===== src/design/hta_pkg.sv =====
// Package for the humidity/temperature averager: item types, register codes,
// conversion constants and the divide-by-sample-count helper.
// No dependencies.
`timescale 1ns / 1ps
`default_nettype none

package hta_pkg;

    // Number of items averaged into one result (1..8)
    localparam int SAMPLES_PER_AVERAGE = 5;
    localparam int COUNT_W             = 3;

    // Conversion scales: hundredths of a degree / of percent over full scale
    localparam int                 TEMP_SCALE  = 17500;
    localparam int                 HUMI_SCALE  = 10000;
    localparam logic signed [15:0] TEMP_OFFSET = 16'sd4500;
    localparam int                 PROD_T_W    = 31;
    localparam int                 PROD_H_W    = 30;

    // Register reset values
    localparam logic signed [14:0] TEMP_MIN_RESET = -15'sd2000;
    localparam logic signed [14:0] TEMP_MAX_RESET = 15'sd12500;
    localparam logic [13:0]        HUMI_MIN_RESET = 14'd0;
    localparam logic [13:0]        HUMI_MAX_RESET = 14'd10000;

    // Running sums and the magnitude fed to the constant divider
    localparam int TSUM_W = 18;
    localparam int HSUM_W = 17;
    localparam int MAG_W  = 17;

    // Exact division by the sample count through a rounded-up reciprocal
    localparam int                    DIV_SHIFT  = MAG_W + COUNT_W;
    localparam int                    DIV_RECIP_W = DIV_SHIFT + 1;
    localparam logic [DIV_RECIP_W-1:0] DIV_RECIP  =
        DIV_RECIP_W'(((64'd1 << DIV_SHIFT) + SAMPLES_PER_AVERAGE - 1) / SAMPLES_PER_AVERAGE);
    localparam int                    DIV_PROD_W = MAG_W + DIV_RECIP_W;

    localparam int CFG_DATA_W = 15;

    typedef enum logic [1:0] {
        REG_TEMP_MIN = 2'd0,
        REG_TEMP_MAX = 2'd1,
        REG_HUMI_MIN = 2'd2,
        REG_HUMI_MAX = 2'd3
    } cfg_reg_t;

    typedef struct packed {
        logic [15:0] raw_temperature;
        logic [15:0] raw_humidity;
        logic        read_ok;
    } in_item_t;

    typedef struct packed {
        logic signed [14:0] avg_temperature;
        logic [13:0]        avg_humidity;
    } out_item_t;

    // Classified reading passed from front to back
    typedef struct packed {
        logic               accept;
        logic signed [14:0] temperature;
        logic [13:0]        humidity;
    } cls_item_t;

    function automatic logic [MAG_W-1:0] div_samples(input logic [MAG_W-1:0] x);
        logic [DIV_PROD_W-1:0] p;
        p = DIV_PROD_W'(x) * DIV_PROD_W'(DIV_RECIP);
        return p[DIV_SHIFT +: MAG_W];
    endfunction

endpackage

`default_nettype wire


===== src/design/hta_front.sv =====
// Front end: limit registers, raw-to-centi conversion and range check.
// Depends on hta_pkg.
`timescale 1ns / 1ps
`default_nettype none

module hta_front (
    input  wire logic                             clk,
    input  wire logic                             rst_n,
    input  wire logic                             push,
    output logic                                  full,
    input  wire hta_pkg::in_item_t                sample,
    input  wire logic                             cfg_wr_en,
    input  wire logic [1:0]                       cfg_index,
    input  wire logic [hta_pkg::CFG_DATA_W-1:0]   cfg_data,
    output logic                                  cls_valid,
    input  wire logic                             cls_ready,
    output hta_pkg::cls_item_t                    cls_item
);

    logic signed [14:0] temp_min_reg;
    logic signed [14:0] temp_max_reg;
    logic [13:0]        humi_min_reg;
    logic [13:0]        humi_max_reg;

    logic                          valid_reg, valid_next;
    logic [hta_pkg::PROD_T_W-1:0]  prod_t_reg, prod_t_next;
    logic [hta_pkg::PROD_H_W-1:0]  prod_h_reg, prod_h_next;
    logic                          ok_reg;

    logic                          advance;
    logic                          accept;
    logic [31:0]                   sum_t;
    logic [30:0]                   sum_h;
    logic [15:0]                   quo_t;
    logic signed [15:0]            conv_t_wide;
    logic signed [14:0]            conv_t;
    logic [13:0]                   conv_h;
    logic                          in_range;

    // Limit registers
    always_ff @(posedge clk or negedge rst_n)
    begin
        if (!rst_n)
        begin
            temp_min_reg <= hta_pkg::TEMP_MIN_RESET;
            temp_max_reg <= hta_pkg::TEMP_MAX_RESET;
            humi_min_reg <= hta_pkg::HUMI_MIN_RESET;
            humi_max_reg <= hta_pkg::HUMI_MAX_RESET;
        end
        else if (cfg_wr_en)
        begin
            unique case (hta_pkg::cfg_reg_t'(cfg_index))
                hta_pkg::REG_TEMP_MIN: temp_min_reg <= cfg_data;
                hta_pkg::REG_TEMP_MAX: temp_max_reg <= cfg_data;
                hta_pkg::REG_HUMI_MIN: humi_min_reg <= cfg_data[13:0];
                hta_pkg::REG_HUMI_MAX: humi_max_reg <= cfg_data[13:0];
            endcase
        end
    end

    // Stage holds the scaled products; it advances when it is empty or the queue has room
    assign advance    = !valid_reg || cls_ready;
    assign full       = !advance;
    assign accept     = push && advance;
    assign valid_next = advance ? push : valid_reg;

    assign prod_t_next = hta_pkg::PROD_T_W'(sample.raw_temperature)
                       * hta_pkg::PROD_T_W'(hta_pkg::TEMP_SCALE);
    assign prod_h_next = hta_pkg::PROD_H_W'(sample.raw_humidity)
                       * hta_pkg::PROD_H_W'(hta_pkg::HUMI_SCALE);

    always_ff @(posedge clk or negedge rst_n)
    begin
        if (!rst_n)
            valid_reg <= 1'b0;
        else
            valid_reg <= valid_next;
    end

    always_ff @(posedge clk)
    begin
        if (accept)
        begin
            prod_t_reg <= prod_t_next;
            prod_h_reg <= prod_h_next;
            ok_reg     <= sample.read_ok;
        end
    end

    // Divide by 65535: (x + (x >> 16) + 1) >> 16 is exact for quotients below 65536
    always_comb
    begin
        sum_t       = 32'(prod_t_reg) + 32'(prod_t_reg >> 16) + 32'd1;
        sum_h       = 31'(prod_h_reg) + 31'(prod_h_reg >> 16) + 31'd1;
        quo_t       = sum_t[31:16];
        conv_t_wide = signed'({1'b0, quo_t[14:0]}) - hta_pkg::TEMP_OFFSET;
        conv_t      = conv_t_wide[14:0];
        conv_h      = sum_h[29:16];
        in_range    = (conv_t >= temp_min_reg) && (conv_t <= temp_max_reg)
                   && (conv_h >= humi_min_reg) && (conv_h <= humi_max_reg);
    end

    assign cls_valid            = valid_reg;
    assign cls_item.accept      = ok_reg && in_range;
    assign cls_item.temperature = conv_t;
    assign cls_item.humidity    = conv_h;

endmodule

`default_nettype wire


===== src/design/hta_queue.sv =====
// Two-entry queue of classified readings between front and back.
// Depends on hta_pkg.
`timescale 1ns / 1ps
`default_nettype none

module hta_queue (
    input  wire logic                clk,
    input  wire logic                rst_n,
    input  wire logic                in_valid,
    output logic                     in_ready,
    input  wire hta_pkg::cls_item_t  in_item,
    output logic                     out_valid,
    input  wire logic                out_ready,
    output hta_pkg::cls_item_t       out_item
);

    hta_pkg::cls_item_t mem [2];
    logic               wr_ptr_reg, wr_ptr_next;
    logic               rd_ptr_reg, rd_ptr_next;
    logic [1:0]         count_reg, count_next;
    logic               do_wr;
    logic               do_rd;

    assign in_ready  = (count_reg != 2'd2);
    assign out_valid = (count_reg != 2'd0);
    assign do_wr     = in_valid && in_ready;
    assign do_rd     = out_valid && out_ready;
    assign out_item  = mem[rd_ptr_reg];

    always_comb
    begin
        wr_ptr_next = do_wr ? !wr_ptr_reg : wr_ptr_reg;
        rd_ptr_next = do_rd ? !rd_ptr_reg : rd_ptr_reg;
        count_next  = count_reg + 2'(do_wr) - 2'(do_rd);
    end

    always_ff @(posedge clk or negedge rst_n)
    begin
        if (!rst_n)
        begin
            wr_ptr_reg <= 1'b0;
            rd_ptr_reg <= 1'b0;
            count_reg  <= 2'd0;
        end
        else
        begin
            wr_ptr_reg <= wr_ptr_next;
            rd_ptr_reg <= rd_ptr_next;
            count_reg  <= count_next;
        end
    end

    always_ff @(posedge clk)
    begin
        if (do_wr)
            mem[wr_ptr_reg] <= in_item;
    end

endmodule

`default_nettype wire


===== src/design/hta_back.sv =====
// Back end: held values, running sums, averaging and the result queue.
// Depends on hta_pkg.
`timescale 1ns / 1ps
`default_nettype none

module hta_back (
    input  wire logic                clk,
    input  wire logic                rst_n,
    input  wire logic                in_valid,
    output logic                     in_ready,
    input  wire hta_pkg::cls_item_t  in_item,
    output logic                     empty,
    input  wire logic                pop,
    output hta_pkg::out_item_t       result
);

    logic signed [14:0]                  held_t_reg, held_t_next;
    logic [13:0]                         held_h_reg, held_h_next;
    logic signed [hta_pkg::TSUM_W-1:0]   sum_t_reg, sum_t_next;
    logic [hta_pkg::HSUM_W-1:0]          sum_h_reg, sum_h_next;
    logic [hta_pkg::COUNT_W-1:0]         count_reg, count_next;

    logic                                fire;
    logic                                last;
    logic signed [14:0]                  held_t_eff;
    logic [13:0]                         held_h_eff;
    logic signed [hta_pkg::TSUM_W-1:0]   sum_t_new;
    logic signed [hta_pkg::TSUM_W-1:0]   sum_t_neg;
    logic [hta_pkg::HSUM_W-1:0]          sum_h_new;
    logic [hta_pkg::MAG_W-1:0]           mag_t;
    logic [hta_pkg::MAG_W-1:0]           quo_t;
    logic [hta_pkg::MAG_W-1:0]           quo_h;
    logic signed [hta_pkg::TSUM_W-1:0]   avg_t_wide;
    hta_pkg::out_item_t                  avg;

    hta_pkg::out_item_t                  out_mem [2];
    logic                                owr_ptr_reg, orrd_ptr_reg;
    logic [1:0]                          ocount_reg;
    logic                                do_pop;

    assign in_ready = (ocount_reg != 2'd2);
    assign fire     = in_valid && in_ready;
    assign last     = (count_reg == hta_pkg::COUNT_W'(hta_pkg::SAMPLES_PER_AVERAGE - 1));

    always_comb
    begin
        held_t_eff = in_item.accept ? in_item.temperature : held_t_reg;
        held_h_eff = in_item.accept ? in_item.humidity    : held_h_reg;
        sum_t_new  = sum_t_reg + hta_pkg::TSUM_W'(held_t_eff);
        sum_h_new  = sum_h_reg + hta_pkg::HSUM_W'(held_h_eff);

        // Truncate toward zero: divide the magnitude, then restore the sign
        sum_t_neg  = -sum_t_new;
        mag_t      = sum_t_new[hta_pkg::TSUM_W-1] ? sum_t_neg[hta_pkg::MAG_W-1:0]
                                                  : sum_t_new[hta_pkg::MAG_W-1:0];
        quo_t      = hta_pkg::div_samples(mag_t);
        quo_h      = hta_pkg::div_samples(sum_h_new);
        avg_t_wide = sum_t_new[hta_pkg::TSUM_W-1] ? -signed'({1'b0, quo_t})
                                                  : signed'({1'b0, quo_t});
        avg.avg_temperature = avg_t_wide[14:0];
        avg.avg_humidity    = quo_h[13:0];
    end

    always_comb
    begin
        held_t_next = held_t_reg;
        held_h_next = held_h_reg;
        sum_t_next  = sum_t_reg;
        sum_h_next  = sum_h_reg;
        count_next  = count_reg;
        if (fire)
        begin
            if (last)
            begin
                held_t_next = avg.avg_temperature;
                held_h_next = avg.avg_humidity;
                sum_t_next  = '0;
                sum_h_next  = '0;
                count_next  = '0;
            end
            else
            begin
                held_t_next = held_t_eff;
                held_h_next = held_h_eff;
                sum_t_next  = sum_t_new;
                sum_h_next  = sum_h_new;
                count_next  = count_reg + hta_pkg::COUNT_W'(1);
            end
        end
    end

    always_ff @(posedge clk or negedge rst_n)
    begin
        if (!rst_n)
        begin
            held_t_reg <= '0;
            held_h_reg <= '0;
            sum_t_reg  <= '0;
            sum_h_reg  <= '0;
            count_reg  <= '0;
        end
        else
        begin
            held_t_reg <= held_t_next;
            held_h_reg <= held_h_next;
            sum_t_reg  <= sum_t_next;
            sum_h_reg  <= sum_h_next;
            count_reg  <= count_next;
        end
    end

    // Result queue: two entries so a single waiting result does not block the next item
    assign empty  = (ocount_reg == 2'd0);
    assign do_pop = pop && !empty;
    assign result = out_mem[orrd_ptr_reg];

    always_ff @(posedge clk or negedge rst_n)
    begin
        if (!rst_n)
        begin
            owr_ptr_reg  <= 1'b0;
            orrd_ptr_reg <= 1'b0;
            ocount_reg   <= 2'd0;
        end
        else
        begin
            if (fire && last)
                owr_ptr_reg <= !owr_ptr_reg;
            if (do_pop)
                orrd_ptr_reg <= !orrd_ptr_reg;
            ocount_reg <= ocount_reg + 2'(fire && last) - 2'(do_pop);
        end
    end

    always_ff @(posedge clk)
    begin
        if (fire && last)
            out_mem[owr_ptr_reg] <= avg;
    end

endmodule

`default_nettype wire


===== src/design/humidity_temperature_averager.sv =====
// Humidity and temperature averager, top level. Takes one raw sensor reading
// per cycle while full is low, converts it to hundredths of a degree and of
// percent, keeps the last in-limit reading (replaced by each group's average)
// and emits the average of every SAMPLES_PER_AVERAGE held values. An item is
// registered in the multiply stage of the front end, waits in the two-entry
// classified-item queue, and is folded into the sums by the back end, which
// writes each average into the two-entry result queue read by the result
// ports. full rises only once the multiply stage, the item queue and the
// two-entry result queue are all backed up because pop is held low.
// Depends on hta_pkg, hta_front, hta_queue and hta_back.
`timescale 1ns / 1ps
`default_nettype none

module humidity_temperature_averager (
    input  wire logic                             clk,
    input  wire logic                             rst_n,
    input  wire logic                             push,
    output logic                                  full,
    input  wire hta_pkg::in_item_t                sample,
    output logic                                  empty,
    input  wire logic                             pop,
    output hta_pkg::out_item_t                    result,
    input  wire logic                             cfg_wr_en,
    input  wire logic [1:0]                       cfg_index,
    input  wire logic [hta_pkg::CFG_DATA_W-1:0]   cfg_data
);

    logic               front_valid;
    logic               front_ready;
    hta_pkg::cls_item_t front_item;
    logic               back_valid;
    logic               back_ready;
    hta_pkg::cls_item_t back_item;

    hta_front u_front (
        .clk       (clk),
        .rst_n     (rst_n),
        .push      (push),
        .full      (full),
        .sample    (sample),
        .cfg_wr_en (cfg_wr_en),
        .cfg_index (cfg_index),
        .cfg_data  (cfg_data),
        .cls_valid (front_valid),
        .cls_ready (front_ready),
        .cls_item  (front_item)
    );

    hta_queue u_queue (
        .clk       (clk),
        .rst_n     (rst_n),
        .in_valid  (front_valid),
        .in_ready  (front_ready),
        .in_item   (front_item),
        .out_valid (back_valid),
        .out_ready (back_ready),
        .out_item  (back_item)
    );

    hta_back u_back (
        .clk      (clk),
        .rst_n    (rst_n),
        .in_valid (back_valid),
        .in_ready (back_ready),
        .in_item  (back_item),
        .empty    (empty),
        .pop      (pop),
        .result   (result)
    );

endmodule

`default_nettype wire


===== config.mk =====
export PLATFORM = sky130hd
export DESIGN_NAME = humidity_temperature_averager
export DESIGN_NICKNAME = d
export VERILOG_FILES = /design/src/design/hta_pkg.sv /design/src/design/hta_front.sv /design/src/design/hta_queue.sv /design/src/design/hta_back.sv /design/src/design/humidity_temperature_averager.sv
export SDC_FILE = /design/constraint.sdc
export NUM_CORES = 2
export LEC_CHECK = 0
export ABC_AREA = 1
export BUFFER_PORTS_ARGS = -buffer_cell sky130_fd_sc_hd__buf_2
export CORE_MARGIN = 1.5
export CORE_UTILIZATION = 60
export CTS_CLUSTER_DIAMETER = 50
export CTS_CLUSTER_SIZE = 16
export DETAILED_ROUTE_END_ITERATION = 8
export PLACE_DENSITY = 0.73
export SYNTH_ARGS = -nofsm -noshare
export SYNTH_HDL_FRONTEND = slang
export SYNTH_SLANG_ARGS = --single-unit

===== constraint.sdc =====
create_clock -name clk -period 9.6 [get_ports clk]
set_input_delay 0.96 -clock clk [delete_from_list [all_inputs] [get_ports clk]]
set_output_delay 0.96 -clock clk [all_outputs]
set_load 0.005 [all_outputs]

Word level (Yosys, flattened, before mapping). Memories as Yosys holds them, arrays and structs flattened. Index checks and enable logic that the tools add are counted.

Output and inout port bits: 31. Bits in writable memories: 118. Logic and storage cells: 86. Input bits: 55. Memories kept: 2. Bits in registers: 190.

Memory list: u_queue.mem (depth 2, width 30, rd ports 1, clocked after memory_dff 0, wr ports 1, line hta_queue.sv:17) `hta_pkg::cls_item_t mem [2];`; u_back.out_mem (depth 2, width 29, rd ports 1, clocked after memory_dff 0, wr ports 1, line hta_back.sv:36) `hta_pkg::out_item_t out_mem [2];`.

Magnitude comparators: 4. Add/sub/neg operators: 14. Eq/ne operators: 6. Reductions and logical operators: 24. Multipliers: 4. Multiplexer cells: 13.

Operators with widths (count): $mux W15 (3); $mux W17 (2); $mul A17 B16 Y33 const B (1); $mul A17 B16 Y32 const B (1); $add A31 B1 Y31 const B (1); $add A31 B15 Y31 (1); $add A30 B1 Y30 const B (1); $add A30 B14 Y30 (1); $mul A16 B13 Y29 const B (1); $mux W14 (2); $mul A16 B10 Y26 const B (1); $add A18 B15 Y18 (1); $mux W18 (1); $add A17 B14 Y17 (1); $neg A17 Y17 (1); $ge A15 B15 Y1 (1); $le A15 B15 Y1 (1); $neg A15 Y15 (1); $sub A15 B13 Y15 const B (1); $ge A14 B14 Y1 (1); $le A14 B14 Y1 (1); $logic_and A1 B1 Y1 (9); $reduce_and A2 Y1 (4); $logic_not A1 Y1 (7); other kinds (12) (20).

Longest topological paths before layout. An unclocked memory read counts as a cell.

Depth in word-level cells: 9. Mapped depth: 57. Gate-level depth less buffers: 56.

Hierarchy. From an unflattened synthesis, not the netlist that was laid out.

Cell total of the unflattened synthesis: 3945. Area, all modules: 33880.0 um^2.

Modules (own cells, without submodules): hta_back (cells each 2005, area each 17641.9 um^2, times used 1, seq. area each 3518.4 um^2); hta_front (cells each 1752, area each 13837.0 um^2, times used 1, seq. area each 3179.3 um^2); hta_queue (cells each 188, area each 2401.1 um^2, times used 1, seq. area each 1901.8 um^2).

Least setup slack after synthesis. Ideal clock, no wire load.

Path type: register to register. Start point: register u_queue.rd_ptr_reg. End point: memory u_back.out_mem[0][23] (netlist bit), data pin. Setup time: 258 ps. Stages on the path, launching flop included: 48. Buffers on the path: 4. Clock period less this slack: 8831 ps. Path slack: 769 ps. Required time: 9342 ps. Arrival: 8574 ps. Cells stage by stage: dfrtp_1 > inv_2 > nand2_2 > nand2_1 > clkbuf_1 > buf_1 > nor2_1 > a31oi_1 > ha_1 > nand2_1 > nand2_1 > nand2_1 > nand2_1 > nand2_1 > nand3_2 > nand2_2 > nand2_1 > nand2_1 > [12 not listed] > inv_1 > fa_1 > ha_1 > nand2_1 > nor2_1 > a211oi_1 > a21oi_1 > a311oi_1 > o21ai_2 > xor2_1 > inv_1 > nand2_1 > nand2_1 > nand3_4 > inv_2 > nand2_1 > nand2_1 > and2_1.

RTL lines: start, declared (line hta_queue.sv:19) `logic rd_ptr_reg, rd_ptr_next;`; start signal, assigned (line hta_queue.sv:48) `rd_ptr_reg <= rd_ptr_next;`; end, declared (line hta_back.sv:36).

==> results.sh <==
export IMPL_crit_family="adder cells"
export IMPL_grt_overflow=0
export IMPL_cp_arrival_ns=9.32
export IMPL_worstPathRequired_ns=9.93
export IMPL_gp_congestion=0.967
export IMPL_routed_wl_mm=69.9
export IMPL_synth_simple_gate_area_share_pct=12.6
export IMPL_numCtsBuffers=29
export IMPL_cp_end_kind="flop"
export IMPL_synth_top_family_by_area="adder cells"
export IMPL_start_util_pct=60.9
export IMPL_seq_area_mm2=0.00860
export IMPL_syn_area_per_cell_um2=9.04
export IMPL_io_pin_count=86
export IMPL_ys_seq_area_share_pct=26.8
export IMPL_finalCritPeriodShare_pct=93.7
export IMPL_die_h_um=234
export IMPL_fin_skew_ns=0.0282
export IMPL_critPathSlowestCell="fa_1"
export IMPL_placed_area_mm2=0.0335
export IMPL_min_period_ns=8.99
export IMPL_synth_xor_area_share_pct=4.79
export IMPL_gr_usage_all_layers_pct=26.2
export IMPL_netlist_area_mm2=0.0321
export IMPL_ys_top_cells_by_count="760 x inv_1, 620 x nand2_1, 557 x ha_1"
export IMPL_cp_num_buf_inv=7
export IMPL_dr_total_vias=23341
export IMPL_max_slew_margin_rel_pct=19.6
export IMPL_async_flop_share_pct=43.5
export IMPL_drive_gt1_share_pct=7.21
export IMPL_via_per_inst=5.35
export IMPL_synth_nets=4410
export IMPL_clk_pin_slew_ns=0.07
export IMPL_syn_inst=3548
export IMPL_status="finished clean"
export IMPL_ys_seq_elements=308
export IMPL_multi_input_area_mm2=0.0205
export IMPL_max_stage_delay_ns=0.54
export IMPL_setup_tns_ns=0
export IMPL_synth_top_cell_area_share_pct=21.7
export IMPL_muxShareOfSynthArea_pct=0
export IMPL_grt_max_degree=80
export IMPL_path_max_fanout=18
export IMPL_drt_pass1_iterations=6
export IMPL_synth_compound_area_share_pct=8.94
export IMPL_postRouteAntennaNets=0
export IMPL_hold_violations=0
export IMPL_post_dp_hpwl_mm=58.0
export IMPL_clock_fmax_ghz=0.111
export IMPL_setup_viol_count_final=0
export IMPL_cts_tree="built"
export IMPL_antenna_found_initial=2
export IMPL_yosysTopAreaCell="ha_1"
export IMPL_syn2layout_area_growth_pct=7.70
export IMPL_crit_path_start_kind="flop"
export IMPL_clock_root_buffer="clkbuf_16"
export IMPL_yosys_area_share_adder_pct=37.3
export IMPL_drt_iter0_drc=1428
export IMPL_crit_path_frequent_cell="nand2_1"
export IMPL_clock_latency_ns=0.59
export IMPL_grt_pass1_vias=22497
export IMPL_post_route_util_pct=65.6
export IMPL_maxCapViolations=0
export IMPL_maxSlewViolCount=0
export IMPL_htreeDepth=1
export IMPL_dieArea_mm2=0.0549
export IMPL_hold_path_class="in -> async"
export IMPL_synth_edf_count=174
export IMPL_portBuffers=85
export IMPL_wire_per_inst_um=16.0
export IMPL_nets=4513
export IMPL_synthTopCellsByArea="ha_1 22%, edfxtp_1 16%, fa_1 16%"
export IMPL_core_region_area_mm2=0.0527
export IMPL_n_fill_cell=4311
export IMPL_design_area_mm2=0.0345
export IMPL_synth_cell_type_count=67
export IMPL_yosysWarnings=0
export IMPL_tightestPinTransition_ns=1.20
export IMPL_synth_ff_type="edfxtp_1"
export IMPL_setup_worst_path_class="reg -> reg"
export IMPL_num_rows=84
export IMPL_synth_most_common_cell="inv_1"
export IMPL_drc_errors=0
export IMPL_dieWidth_um=234
export IMPL_grt_pass1_wl_mm=114
export IMPL_cts_sinks=308
export IMPL_largest_reg_flops=60
export IMPL_clk_path_buf_depth=3
worst paths after layout:
check | end | depth (start not counted) | slack (ns) | from
hold reg to reg | u_front.humi_max_reg[6] | 2 | 0.49 | u_front.humi_max_reg[6]
hold / removal | u_front.humi_max_reg[2] | 1 | 0.41 | rst_n
max in group asynchronous | u_back.held_h_reg[11] | 2 | 7.90 | rst_n
min in group clk | u_front.humi_max_reg[6] | 2 | 0.49 | u_front.humi_max_reg[6]
setup reg to reg | u_back.out_mem[0][27] | 51 | 0.61 | u_queue.rd_ptr_reg
setup / recovery | u_back.out_mem[0][27] | 51 | 0.61 | u_queue.rd_ptr_reg
stage by stage:
step / std cells / hold slack [ns] / setup slack [ns]
after floorplan: 3548 / 0.453 / 0.769
after global placement: 4307 / 0.466 / 0.465
after detailed placement: 4307 / 0.473 / 0.345
after CTS: 4361 / 0.438 / 0.279
after global routing: 4362 / 0.466 / -0.0172
final: 4363 / 0.414 / 0.607
layout make-up:
| cell class | instances | area share, % |
|---|---|---|
| clock buffer | 36 | 2.21 |
| sequential | 308 | 24.9 |
| inverter | 769 | 8.36 |
| timing repair buffer | 119 | 2.01 |
| clock inverter | 18 | 0.608 |
| multi-input combinational | 2424 | 59.4 |
| antenna | 1 | 0.00724 |
| tap | 688 | 2.49 |
placed cells by master (no fill, tap or decap), types with 18 or more instances in the layout:
master,n
ha_1,555
xnor2_1,32
o21ai_0,157
a31oi_1,37
o21bai_1,18
nand4_1,29
buf_2,84
a22oi_1,24
a21oi_1,168
inv_1,757
edfxtp_1,174
nor2_1,138
nand3_1,81
buf_4,32
fa_1,250
nand2_1,617
clkbuf_16,29
xor2_1,123
dfrtp_1,117
cell families (layout without fill, tap and decap cells):
logic type,after synthesis,after routing
simple gates,956,956
fa+ha+maj,807,807
compound gates,495,495
flops,308,308
other cells,0,1
xor+xnor,166,166
buf+inv,816,942
metal layers:
metal | GRT usage [%] | vias up | part of all wire (%)
met5 | 0 | - | 0.019
met3 | 4.22 | 88 | 6.0
met2 | 41.0 | 559 | 44
met4 | 4.87 | 2 | 1.8
met1 | 38.8 | 10977 | 48
li1 | - | 11715 | -
what timing repair did:
action,in CTS,in global routing
endpoints found under the setup margin,0,60
hold buffers,0,0
buffers inserted,0,1
resized for setup,0,27
Power is not shown: default switching activity piles up to over one toggle a cycle in this logic, so the estimate is an artifact.
